==> src/rtl/core/spmq_pkg.sv <==
`timescale 1ns / 1ps
// ----------------------------------------------------------------------------
// spmq_pkg
// Word types and field codes shared by the message queue core and its checker.
// ----------------------------------------------------------------------------
package spmq_pkg;

  typedef struct packed {
    logic        mode;
    logic [3:0]  process_id;
    logic [31:0] message_word;
    logic [1:0]  recipient_state;
  } spmq_req_t;

  typedef struct packed {
    logic [1:0]  status;
    logic [31:0] message_out;
    logic [1:0]  wake_action;
  } spmq_rsp_t;

  localparam logic MODE_SEND = 1'b0;

  localparam logic [1:0] RS_FREE  = 2'd0;
  localparam logic [1:0] RS_WAIT  = 2'd1;
  localparam logic [1:0] RS_TIMED = 2'd2;

  localparam logic [1:0] ST_OK    = 2'd0;
  localparam logic [1:0] ST_FREE  = 2'd1;
  localparam logic [1:0] ST_FULL  = 2'd2;
  localparam logic [1:0] ST_EMPTY = 2'd3;

  localparam logic [1:0] WAKE_NONE   = 2'd0;
  localparam logic [1:0] WAKE_READY  = 2'd1;
  localparam logic [1:0] WAKE_CANCEL = 2'd2;

endpackage

==> src/rtl/core/spmq_ram.sv <==
`timescale 1ns / 1ps
// ----------------------------------------------------------------------------
// spmq_ram
// Simple dual-port synchronous ram, one write and one registered read port.
// ----------------------------------------------------------------------------
module spmq_ram #(
  parameter int DEPTH = 16,
  parameter int WIDTH = 8,
  localparam int AW = $clog2(DEPTH)
) (
  input  logic             clk,
  input  logic             we,
  input  logic [AW-1:0]    waddr,
  input  logic [WIDTH-1:0] wdata,
  input  logic [AW-1:0]    raddr,
  output logic [WIDTH-1:0] rdata
);

  logic [WIDTH-1:0] mem [DEPTH];

  always_ff @(posedge clk) begin
    if (we) begin
      mem[waddr] <= wdata;
    end
  end

  always_ff @(posedge clk) begin
    rdata <= mem[raddr];
  end

endmodule

==> src/rtl/core/spmq_ctrl.sv <==
`timescale 1ns / 1ps
// ----------------------------------------------------------------------------
// spmq_ctrl
// Sequencer that walks the slot and queue rams: clear pass, free-slot scan,
// tail walk, link update and head pop.
// ----------------------------------------------------------------------------
module spmq_ctrl
  import spmq_pkg::*;
#(
  parameter int NUM_SLOTS = 16,
  parameter int NUM_PROCS = 16,
  localparam int SW  = $clog2(NUM_SLOTS),
  localparam int PW  = $clog2(NUM_PROCS),
  localparam int SEW = SW + 34,
  localparam int QEW = SW + 1
) (
  input  logic           clk,
  input  logic           rst,
  input  logic           req_valid,
  input  spmq_req_t      req,
  output logic           ready,
  output logic           res_valid,
  output spmq_rsp_t      res,
  input  logic           res_take,
  output logic           s_we,
  output logic [SW-1:0]  s_waddr,
  output logic [SEW-1:0] s_wdata,
  output logic [SW-1:0]  s_raddr,
  input  logic [SEW-1:0] s_rdata,
  output logic           q_we,
  output logic [PW-1:0]  q_waddr,
  output logic [QEW-1:0] q_wdata,
  output logic [PW-1:0]  q_raddr,
  input  logic [QEW-1:0] q_rdata
);

  localparam int CLR_N = (NUM_SLOTS > NUM_PROCS) ? NUM_SLOTS : NUM_PROCS;
  localparam int CW    = $clog2(CLR_N);

  // slot entry: used, link valid, link index, data
  localparam int USED_B = SEW - 1;
  localparam int LV_B   = SEW - 2;
  localparam int LNK_HI = SEW - 3;

  typedef enum logic [8:0] {
    S_CLEAR = 9'b000000001,
    S_IDLE  = 9'b000000010,
    S_SCAN  = 9'b000000100,
    S_SQ    = 9'b000001000,
    S_WALK  = 9'b000010000,
    S_NEW   = 9'b000100000,
    S_RQ    = 9'b001000000,
    S_RSLOT = 9'b010000000,
    S_DONE  = 9'b100000000
  } state_t;

  state_t      state, state_next;
  spmq_req_t   req_r, req_r_next;
  spmq_rsp_t   res_next;
  logic [SW-1:0] scan_idx, scan_idx_next;
  logic [SW-1:0] cur, cur_next;
  logic [SW:0]   steps, steps_next;
  logic [CW-1:0] clr_idx, clr_idx_next;
  logic [PW-1:0] qidx;
  logic [SW-1:0] link;

  assign qidx      = PW'(req_r.process_id);
  assign link      = s_rdata[LNK_HI -: SW];
  assign ready     = (state == S_IDLE);
  assign res_valid = (state == S_DONE);

  always_comb begin
    state_next    = state;
    req_r_next    = req_r;
    res_next      = res;
    scan_idx_next = scan_idx;
    cur_next      = cur;
    steps_next    = steps;
    clr_idx_next  = clr_idx;
    s_we          = 1'b0;
    s_waddr       = cur;
    s_wdata       = s_rdata;
    s_raddr       = cur;
    q_we          = 1'b0;
    q_waddr       = qidx;
    q_wdata       = q_rdata;
    q_raddr       = qidx;
    case (state)
      S_CLEAR: begin
        s_we         = (32'(clr_idx) < NUM_SLOTS);
        s_waddr      = clr_idx[SW-1:0];
        s_wdata      = '0;
        q_we         = (32'(clr_idx) < NUM_PROCS);
        q_waddr      = clr_idx[PW-1:0];
        q_wdata      = '0;
        clr_idx_next = clr_idx + 1'b1;
        if (32'(clr_idx) == CLR_N - 1) begin
          state_next = S_IDLE;
        end
      end
      S_IDLE: begin
        s_raddr       = '0;
        q_raddr       = PW'(req.process_id);
        scan_idx_next = '0;
        if (req_valid) begin
          req_r_next = req;
          if (!(32'(req.process_id) < NUM_PROCS) ||
              (req.mode == MODE_SEND && req.recipient_state == RS_FREE)) begin
            res_next   = '{status: ST_FREE, message_out: '0, wake_action: WAKE_NONE};
            state_next = S_DONE;
          end else if (req.mode == MODE_SEND) begin
            state_next = S_SCAN;
          end else begin
            state_next = S_RQ;
          end
        end
      end
      S_SCAN: begin
        if (!s_rdata[USED_B]) begin
          state_next = S_SQ;
        end else if (32'(scan_idx) == NUM_SLOTS - 1) begin
          res_next   = '{status: ST_FULL, message_out: '0, wake_action: WAKE_NONE};
          state_next = S_DONE;
        end else begin
          scan_idx_next = scan_idx + 1'b1;
          s_raddr       = scan_idx + 1'b1;
        end
      end
      S_SQ: begin
        if (q_rdata[SW]) begin
          s_raddr    = q_rdata[SW-1:0];
          cur_next   = q_rdata[SW-1:0];
          steps_next = '0;
          state_next = S_WALK;
        end else begin
          q_we       = 1'b1;
          q_wdata    = {1'b1, scan_idx};
          state_next = S_NEW;
        end
      end
      S_WALK: begin
        if (s_rdata[LV_B] && (32'(steps) < NUM_SLOTS)) begin
          cur_next   = link;
          s_raddr    = link;
          steps_next = steps + 1'b1;
        end else begin
          // hook the new slot onto the tail
          s_we       = 1'b1;
          s_waddr    = cur;
          s_wdata    = {s_rdata[USED_B], 1'b1, scan_idx, s_rdata[31:0]};
          state_next = S_NEW;
        end
      end
      S_NEW: begin
        s_we       = 1'b1;
        s_waddr    = scan_idx;
        s_wdata    = {1'b1, 1'b0, {SW{1'b0}}, req_r.message_word};
        res_next   = '{status: ST_OK, message_out: '0, wake_action: WAKE_NONE};
        if (req_r.recipient_state == RS_WAIT) begin
          res_next.wake_action = WAKE_READY;
        end else if (req_r.recipient_state == RS_TIMED) begin
          res_next.wake_action = WAKE_CANCEL;
        end
        state_next = S_DONE;
      end
      S_RQ: begin
        if (!q_rdata[SW]) begin
          res_next   = '{status: ST_EMPTY, message_out: '0, wake_action: WAKE_NONE};
          state_next = S_DONE;
        end else begin
          s_raddr    = q_rdata[SW-1:0];
          cur_next   = q_rdata[SW-1:0];
          state_next = S_RSLOT;
        end
      end
      S_RSLOT: begin
        s_we       = 1'b1;
        s_waddr    = cur;
        s_wdata    = {1'b0, s_rdata[LV_B:0]};
        q_we       = 1'b1;
        q_wdata    = {s_rdata[LV_B], link};
        res_next   = '{status: ST_OK, message_out: s_rdata[31:0], wake_action: WAKE_NONE};
        state_next = S_DONE;
      end
      S_DONE: begin
        if (res_take) begin
          state_next = S_IDLE;
        end
      end
      default: begin
        state_next = S_CLEAR;
      end
    endcase
  end

  always_ff @(posedge clk) begin
    if (rst) begin
      state   <= S_CLEAR;
      clr_idx <= '0;
    end else begin
      state   <= state_next;
      clr_idx <= clr_idx_next;
    end
  end

  always_ff @(posedge clk) begin
    req_r    <= req_r_next;
    res      <= res_next;
    scan_idx <= scan_idx_next;
    cur      <= cur_next;
    steps    <= steps_next;
  end

endmodule

==> src/rtl/core/shared_pool_message_queues_core.sv <==
`timescale 1ns / 1ps
// ----------------------------------------------------------------------------
// shared_pool_message_queues_core
// Per-process message queues kept as linked lists in a shared slot pool.
// ----------------------------------------------------------------------------
// One word is worked on at a time. After reset a clearing pass over
// max(NUM_SLOTS, NUM_PROCS) entries runs before the first word is taken. A
// send scans the slot ram for the lowest free slot, one entry a cycle (up to
// NUM_SLOTS entries), reads the recipient's queue entry, follows its list to
// the tail, one link a cycle, then writes the new link and the new slot. A
// send that finds the pool full answers only after the scan has covered all
// NUM_SLOTS entries. A receive reads the queue head and then its slot; a
// rejected send answers straight from idle. The result sits in an output
// register, so the next word can be taken while a result waits.
// ----------------------------------------------------------------------------
module shared_pool_message_queues_core
  import spmq_pkg::*;
#(
  parameter int NUM_SLOTS = 16,
  parameter int NUM_PROCS = 16
) (
  input  logic      clk,
  input  logic      rst,
  input  logic      req_valid,
  output logic      req_stall,
  input  spmq_req_t req,
  output logic      rsp_valid,
  input  logic      rsp_stall,
  output spmq_rsp_t rsp
);

  localparam int SW  = $clog2(NUM_SLOTS);
  localparam int PW  = $clog2(NUM_PROCS);
  localparam int SEW = SW + 34;
  localparam int QEW = SW + 1;

  logic           ready;
  logic           res_valid;
  spmq_rsp_t      res;
  logic           res_take;
  logic           s_we;
  logic [SW-1:0]  s_waddr;
  logic [SEW-1:0] s_wdata;
  logic [SW-1:0]  s_raddr;
  logic [SEW-1:0] s_rdata;
  logic           q_we;
  logic [PW-1:0]  q_waddr;
  logic [QEW-1:0] q_wdata;
  logic [PW-1:0]  q_raddr;
  logic [QEW-1:0] q_rdata;

  assign req_stall = !ready;
  assign res_take  = !rsp_valid || !rsp_stall;

  spmq_ram #(.DEPTH(NUM_SLOTS), .WIDTH(SEW)) u_slot_ram (
    .clk   (clk),
    .we    (s_we),
    .waddr (s_waddr),
    .wdata (s_wdata),
    .raddr (s_raddr),
    .rdata (s_rdata)
  );

  spmq_ram #(.DEPTH(NUM_PROCS), .WIDTH(QEW)) u_queue_ram (
    .clk   (clk),
    .we    (q_we),
    .waddr (q_waddr),
    .wdata (q_wdata),
    .raddr (q_raddr),
    .rdata (q_rdata)
  );

  spmq_ctrl #(.NUM_SLOTS(NUM_SLOTS), .NUM_PROCS(NUM_PROCS)) u_ctrl (
    .clk       (clk),
    .rst       (rst),
    .req_valid (req_valid),
    .req       (req),
    .ready     (ready),
    .res_valid (res_valid),
    .res       (res),
    .res_take  (res_take),
    .s_we      (s_we),
    .s_waddr   (s_waddr),
    .s_wdata   (s_wdata),
    .s_raddr   (s_raddr),
    .s_rdata   (s_rdata),
    .q_we      (q_we),
    .q_waddr   (q_waddr),
    .q_wdata   (q_wdata),
    .q_raddr   (q_raddr),
    .q_rdata   (q_rdata)
  );

  // output word register
  always_ff @(posedge clk) begin
    if (rst) begin
      rsp_valid <= 1'b0;
    end else if (res_valid && res_take) begin
      rsp_valid <= 1'b1;
    end else if (!rsp_stall) begin
      rsp_valid <= 1'b0;
    end
  end

  always_ff @(posedge clk) begin
    if (res_valid && res_take) begin
      rsp <= res;
    end
  end

endmodule

==> config.mk <==
export PLATFORM = sky130hd
export DESIGN_NAME = shared_pool_message_queues_core
export DESIGN_NICKNAME = d
export VERILOG_FILES = /design/src/rtl/core/spmq_pkg.sv /design/src/rtl/core/spmq_ram.sv /design/src/rtl/core/spmq_ctrl.sv /design/src/rtl/core/shared_pool_message_queues_core.sv
export SDC_FILE = /design/constraint.sdc
export NUM_CORES = 1
export LEC_CHECK = 0
export BUFFER_PORTS_ARGS = -buffer_cell sky130_fd_sc_hd__buf_2
export CORE_MARGIN = 2
export CORE_UTILIZATION = 60
export CTS_CLUSTER_DIAMETER = 30
export CTS_CLUSTER_SIZE = 16
export DETAILED_ROUTE_END_ITERATION = 10
export PLACE_DENSITY = 0.77
export SLEW_MARGIN = 20
export SYNTH_ARGS = -nofsm -noshare
export SYNTH_HDL_FRONTEND = slang
export SYNTH_SLANG_ARGS = --single-unit
==> constraint.sdc <==
create_clock -name clk -period 6.3 [get_ports clk]
set_input_delay 1.26 -clock clk [delete_from_list [all_inputs] [get_ports clk]]
set_output_delay 1.26 -clock clk [all_outputs]
set_load 0.01 [all_outputs]
==> reports/metrics.cfg, run 1 <==
[status]
outcome=completed

[sta]
tightest_slew_ps=1150
slew_violations=0
skew_ps=24.1
fmax_mhz=191
period_share=0.832
slew_headroom=0.231
period_needed_ps=5240
setup_viol=0
hold_viol=0
rsz0062_at_grt=no
setup-tns-final_ps=0

[die]
dieWidth_um=239
die_y_um=239
core_area_um2=55000
rows=86
die-area_um2=57300
ios=81
initial_utilization=0.605

[clocking]
worstSkewPairLatency_ps=720
path_clk_slew_ps=50
cts_made_buffers=141
cts-htree-levels=4
cts_resized=0
cts_tree=built
root_buffer=clkbuf_16
cts_buffer_depth=3
holdBufCountCts=0
postCtsSetupRepairBufs=0
clock-sinks=868

[worst_setup_path]
worst_setup_path_end_kind=flip-flop
r2r_slack_ps=1060
r2r_start=u_ctrl.state[0]
critPathLaunchType=flip-flop
setup.worst_path.start=u_ctrl.state[0]
worstPathArrival_ps=5620
worstSetupPathType=reg2reg
r2r-end=u_slot_ram.mem[12][4]
reg2reg_depth=9
path_max_fanout=36
critPathRequiredTime_ps=6680
endpoint=u_slot_ram.mem[12][4]

[place]
placedInstanceArea_um2=34800
portBuffers=80
hpwl_um=40200
gp_congestion=0.852

[synthesis]
ys_ff_latch=868
yosys.area.top_type=edfxtp_1
yosys_warnings=0
ys_async_sr_fraction=0
netlist_top_cells_area=edfxtp_1, mux2i_1, dfxtp_1, o22ai_1, mux4_2
synth_top_area_share=0.732
yosysUniqueCellTypes=58
synth_common_cells=edfxtp_1, mux2i_1, o22ai_1
avgSynthCellArea_um2=17.4
synthCells=1915
synth-edff-count=811
synthesis.nets=1961
synth_flop_cell=edfxtp_1
syn-cell-area_um2=33300
ys_seq_area_frac=0.767
yosysMostFrequentCell=edfxtp_1

[routing]
drt_iter0_drc=2126
firstDrtPassIters=5
via_count=18334
wl_per_cell_um=24.5
drc_errors=0
postRouteWirelength_um=73000
routed_via_density=6.17
drtAntennaViolNets=0

[power_and_ir_drop]
peakVddDrop_mv=0.294
power.density_nw_per_um2=403
p_leak_nw=14.5

[layout]
num_antenna_cells=0
drive_gt1_frac=0.202
post-route-cell-area_um2=39800
nets=2153
syn2layout_area_growth_pct=19.6

[global_route]
grt_max_degree=152
grt_pass1_wl_um=110000
antenna_found_initial=0
gr-total-overflow=0
grt_usage=0.260
grt_pass1_vias=18875

[hold_path]
hold_path.class=reg2reg

[run]
cap_violations=0

per-stage QoR:
step | util | hold slack (ps) | total power, mW | setup slack [ps] | instances
after floorplan | - | 400 | 7.77 | 659 | 1915
after global placement | 0.631 | 401 | 8.15 | 1570 | 2703
after detailed placement | 0.633 | 405 | 8.34 | 1400 | 2708
after CTS | 0.722 | 414 | 16.1 | 1340 | 2969
after global routing | 0.723 | 418 | 16.5 | 934 | 2973
final | 0.723 | 414 | 16.0 | 1060 | 2973
worst max-delay path, stage by stage (launching register included):
cell and delay (ps):
dfxtp_1 380, nor4_2 590, nand2_1 200, nor4b_2 420
buf_4 510, nor2_1 230, a221oi_1 880, nand2_1 410
nor2_4 860, buf_4 390
routing by layer:
metal | track usage | up-vias | share of wire
li1 | - | 8051 | -
met1 | 0.344 | 9247 | 0.40
met2 | 0.416 | 875 | 0.49
met3 | 0.0668 | 161 | 0.083
met4 | 0.107 | 0 | 0.027
met5 | 0 | - | 0
cells in the final DEF, fill, tap and decap left out, types with 6 or more instances in the layout:
| master | count |
|---|---|
| o21ai_2 | 7 |
| dfxtp_1 | 57 |
| and2_1 | 35 |
| nand3_1 | 13 |
| nand2b_1 | 8 |
| clkinvlp_4 | 13 |
| clkinv_2 | 13 |
| or4_1 | 43 |
| inv_6 | 18 |
| bufinv_16 | 18 |
| edfxtp_1 | 811 |
| clkinv_1 | 10 |
| xor2_1 | 6 |
| clkinv_4 | 14 |
| o21ai_0 | 29 |
| mux4_2 | 20 |
| buf_2 | 80 |
| mux2i_1 | 323 |
| clkbuf_1 | 18 |
| nand2_1 | 95 |
| nor2b_1 | 7 |
| nor3_1 | 14 |
| clkbuf_16 | 143 |
| o22ai_1 | 157 |
| inv_1 | 9 |
| buf_4 | 62 |
| nor2_4 | 15 |
| nor2_1 | 51 |
| a21oi_1 | 22 |
worst min-delay path by stage:
stage / start / endpoint / cells after the start / slack (ps)
after floorplan: u_ctrl.res[0] / rsp[0] / 0 / 400
after global placement: u_ctrl.res[16] / rsp[16] / 0 / 400
after detailed placement: u_ctrl.res[2] / rsp[2] / 0 / 400
after CTS: u_ctrl.res[20] / rsp[20] / 0 / 410
after global routing: u_ctrl.res[20] / rsp[20] / 0 / 420
final: u_ctrl.res[2] / rsp[2] / 0 / 410
area by class of cell:
| cell class | instances | area [um2] |
|---|---|---|
| Sequential cell | 868 | 25500 |
| Fill cell | 3133 | 15200 |
| Inverter | 10 | 37.5 |
| Timing Repair Buffer | 151 | 1050 |
| Tap cell | 748 | 936 |
| Clock buffer | 165 | 3700 |
| Clock inverter | 96 | 1170 |
| Multi-Input combinational cell | 935 | 7370 |
logic make-up (layout without fill, tap and decap cells):
group | count (synthesis) | in the layout | synth area share
AO/OA/AOI/OAI | 257 | 257 | 0.0488
XOR/XNOR | 10 | 10 | 0.00263
adder cells (fa/ha/maj) | 3 | 3 | 0.00113
buffers and inverters | 112 | 422 | 0.0188
flip-flops | 868 | 868 | 0.767
multiplexers | 345 | 345 | 0.111
AND/OR/NAND/NOR | 320 | 320 | 0.0505
power by group:
part | leakage (nW) | switching (mW) | internal, mW
sequential | 8.07 | 0.158 | 6.98
combinational | 4.06 | 0.788 | 0.335
clock | 2.35 | 2.76 | 5.01
total | 14.5 | 3.70 | 12.3
registers in the layout (all words and copies together), names as in the netlist:
| name | flops |
|---|---|
| u_slot_ram.mem | 608 |
| u_ctrl.scan_idx | 4 |
| u_queue_ram.rdata | 5 |
| u_ctrl.clr_idx | 4 |
| u_ctrl.state | 9 |
| rsp | 36 |
| u_slot_ram.rdata | 38 |
| rsp_valid | 1 |
| u_ctrl.cur | 4 |
| u_ctrl.res | 36 |
| u_queue_ram.mem | 80 |
| u_ctrl.req_r | 34 |
| u_ctrl.qidx | 4 |
| u_ctrl.steps | 5 |
No activity file was read; power rests on OpenSTA's default activity.
==> run 2: changes to the inputs <==
==> constraint.sdc (replaced) <==
create_clock -name clk -period 5.05 [get_ports clk]
set_input_delay 1.01 -clock clk [delete_from_list [all_inputs] [get_ports clk]]
set_output_delay 1.01 -clock clk [all_outputs]
set_load 0.01 [all_outputs]
==> run 2 against run 1 <==
Against the previous run:
- via count grew 1.5%
- flip-flop and latch count did not move
- non-clock buffer count up 7
- utilization is 0.22 points lower
- largest cell class unchanged
- count of clock-buffer cells in the layout increased by 11
- total power grew 22%
==> reports/metrics.cfg, run 2 (synthesis results as in run 1) <==
[sta]
slew_headroom=0.302  ; +0.0711
slew_violations=0  ; unchanged
setup-tns-final_ps=0  ; unchanged
setup_viol=0  ; unchanged
tightest_slew_ps=1040  ; -114 ps
hold_viol=0  ; unchanged
whs_ps=416  ; +1.91 ps
period_share=0.841  ; +0.00899
rsz0062_at_grt=no
skew_ps=28.9  ; +4.72 ps
fmax_mhz=235  ; +23%
period_needed_ps=4250  ; -994 ps

[clocking]
holdBufCountCts=0  ; unchanged
postCtsSetupRepairBufs=0  ; unchanged
cts-htree-levels=4  ; unchanged
cts_made_buffers=138  ; -2.1%
worstSkewPairLatency_ps=730  ; about the same
cts_resized=0  ; unchanged
cts_buffer_depth=3  ; unchanged
clock-sinks=868  ; unchanged
root_buffer=clkbuf_16
cts_tree=built
path_clk_slew_ps=50  ; about the same

[routing]
firstDrtPassIters=6  ; +1
routed_via_density=6.25  ; +1.4%
postRouteWirelength_um=76600  ; +4.9%
wl_per_cell_um=25.7  ; +4.8%
drt_iter0_drc=2582  ; +21%
via_count=18604  ; +1.5%
drtAntennaViolNets=0  ; unchanged
drc_errors=0  ; unchanged

[layout]
reg_top3=u_slot_ram.mem (608), u_queue_ram.mem (80), u_slot_ram.rdata (38)
drive_gt1_frac=0.197  ; -0.00521
nets=2157  ; +0.19%
final_cell_mix=edfxtp_1, mux2i_1, o22ai_1
num_antenna_cells=0  ; unchanged
largest_reg_flops=608  ; unchanged
syn2layout_area_growth_pct=19.2
top_register=u_slot_ram.mem
seq_area_um2=25500  ; unchanged
layout_commonest_cell=edfxtp_1
multi_input_area_um2=7350  ; -0.25%
nFillCells=3154  ; +0.67%

[worst_setup_path]
crit_top_cell=buf_4
worst_setup_path_end_kind=flip-flop
slowest_delay_ps=730  ; -150 ps
path_max_fanout=32  ; -11%
r2r_start=u_ctrl.state[8]
worstSetupPathType=reg2reg
crit_chain=nor4_2, nand2_1, nor4b_2, buf_4, buf_4, nor2_1, a221oi_1, nand2b_1, nor2_4, buf_12
setup.worst_path.start=u_ctrl.state[8]
critPathRequiredTime_ps=5440  ; -1240 ps
critPathLaunchType=flip-flop
cpMaxStageDelayCell=a221oi_1
worstPathArrival_ps=4640  ; -980 ps

[die]
core_area_um2=55000  ; unchanged
ios=81  ; unchanged
die_y_um=239  ; unchanged
rows=86  ; unchanged
dieWidth_um=239  ; unchanged
initial_utilization=0.605  ; unchanged
die-area_um2=57300  ; unchanged

[run]
cap_violations=0  ; unchanged

[global_route]
grt_pass1_wl_um=114000  ; +3.9%
grt_usage=0.273  ; +0.0128
grt_max_degree=68  ; -55%
grt_pass1_vias=19029  ; +0.82%
antenna_found_initial=1  ; +1
gr-total-overflow=0  ; unchanged

[place]
portBuffers=80  ; unchanged
gp_congestion=0.863  ; +1.3%
hpwl_um=40400  ; +0.31%

[status]
outcome=completed

[hold_path]
min_from=u_ctrl.res[16]
hold_path.class=reg2reg

[power_and_ir_drop]
power.density_nw_per_um2=494  ; +22%
p_leak_nw=14.4  ; -0.42%
peakVddDrop_mv=0.400  ; +36%

run 2: layer usage:
metal / wire length, um / vias up / global-route usage
met5: 0 / - / 0
met4: 2600 / 0 / 0.126
met3: 6850 / 196 / 0.0555
met2: 36800 / 1043 / 0.428
met1: 30300 / 9314 / 0.373
li1: - / 8051 / -
run 2: metrics by stage:
step                setup slack, ps  utilization  power, mW  instances  area, um2
finish                          804        0.721       19.6       2976      39600
global route                    594        0.721       20.1       2976      39600
CTS                             847        0.720       19.7       2972      39600
detailed placement              888        0.636       10.4       2715      34900
global placement                917        0.636       10.3       2715      34900
floorplan                       325            -       9.69       1915      33300
run 2: final cells by class:
| type | instances | share of cell area |
|---|---|---|
| inverter | 10 | 0.000947 |
| clock inverter | 81 | 0.0239 |
| multi-input combinational | 935 | 0.185 |
| tap | 748 | 0.0236 |
| clock buffer | 176 | 0.0933 |
| sequential | 868 | 0.643 |
| timing repair buffer | 158 | 0.0296 |
run 2: final timing paths:
kind / end / slack (ps) / cells after the start
setup / recovery: u_slot_ram.mem[0][17] / 800 / 10
hold / removal: rsp[16] / 420 / 0
setup reg to reg: u_slot_ram.mem[0][17] / 800 / 10
hold reg to reg: rsp[16] / 420 / 0
run 2: critical path, delay by kind of cell (launching register included):
family | cells | cell delay, ps
and+or+nand+nor | 6 | 1930
buffers and inverters | 3 | 870
AOI/OAI and AO/OA | 1 | 730
DFF | 1 | 370
run 2: power by group:
group          total [mW]  internal (mW)  switching, mW
Combinational        1.39          0.369           1.02
Clock                9.28           5.91           3.37
Sequential           8.91           8.71          0.196
Total                19.6           15.0           4.58
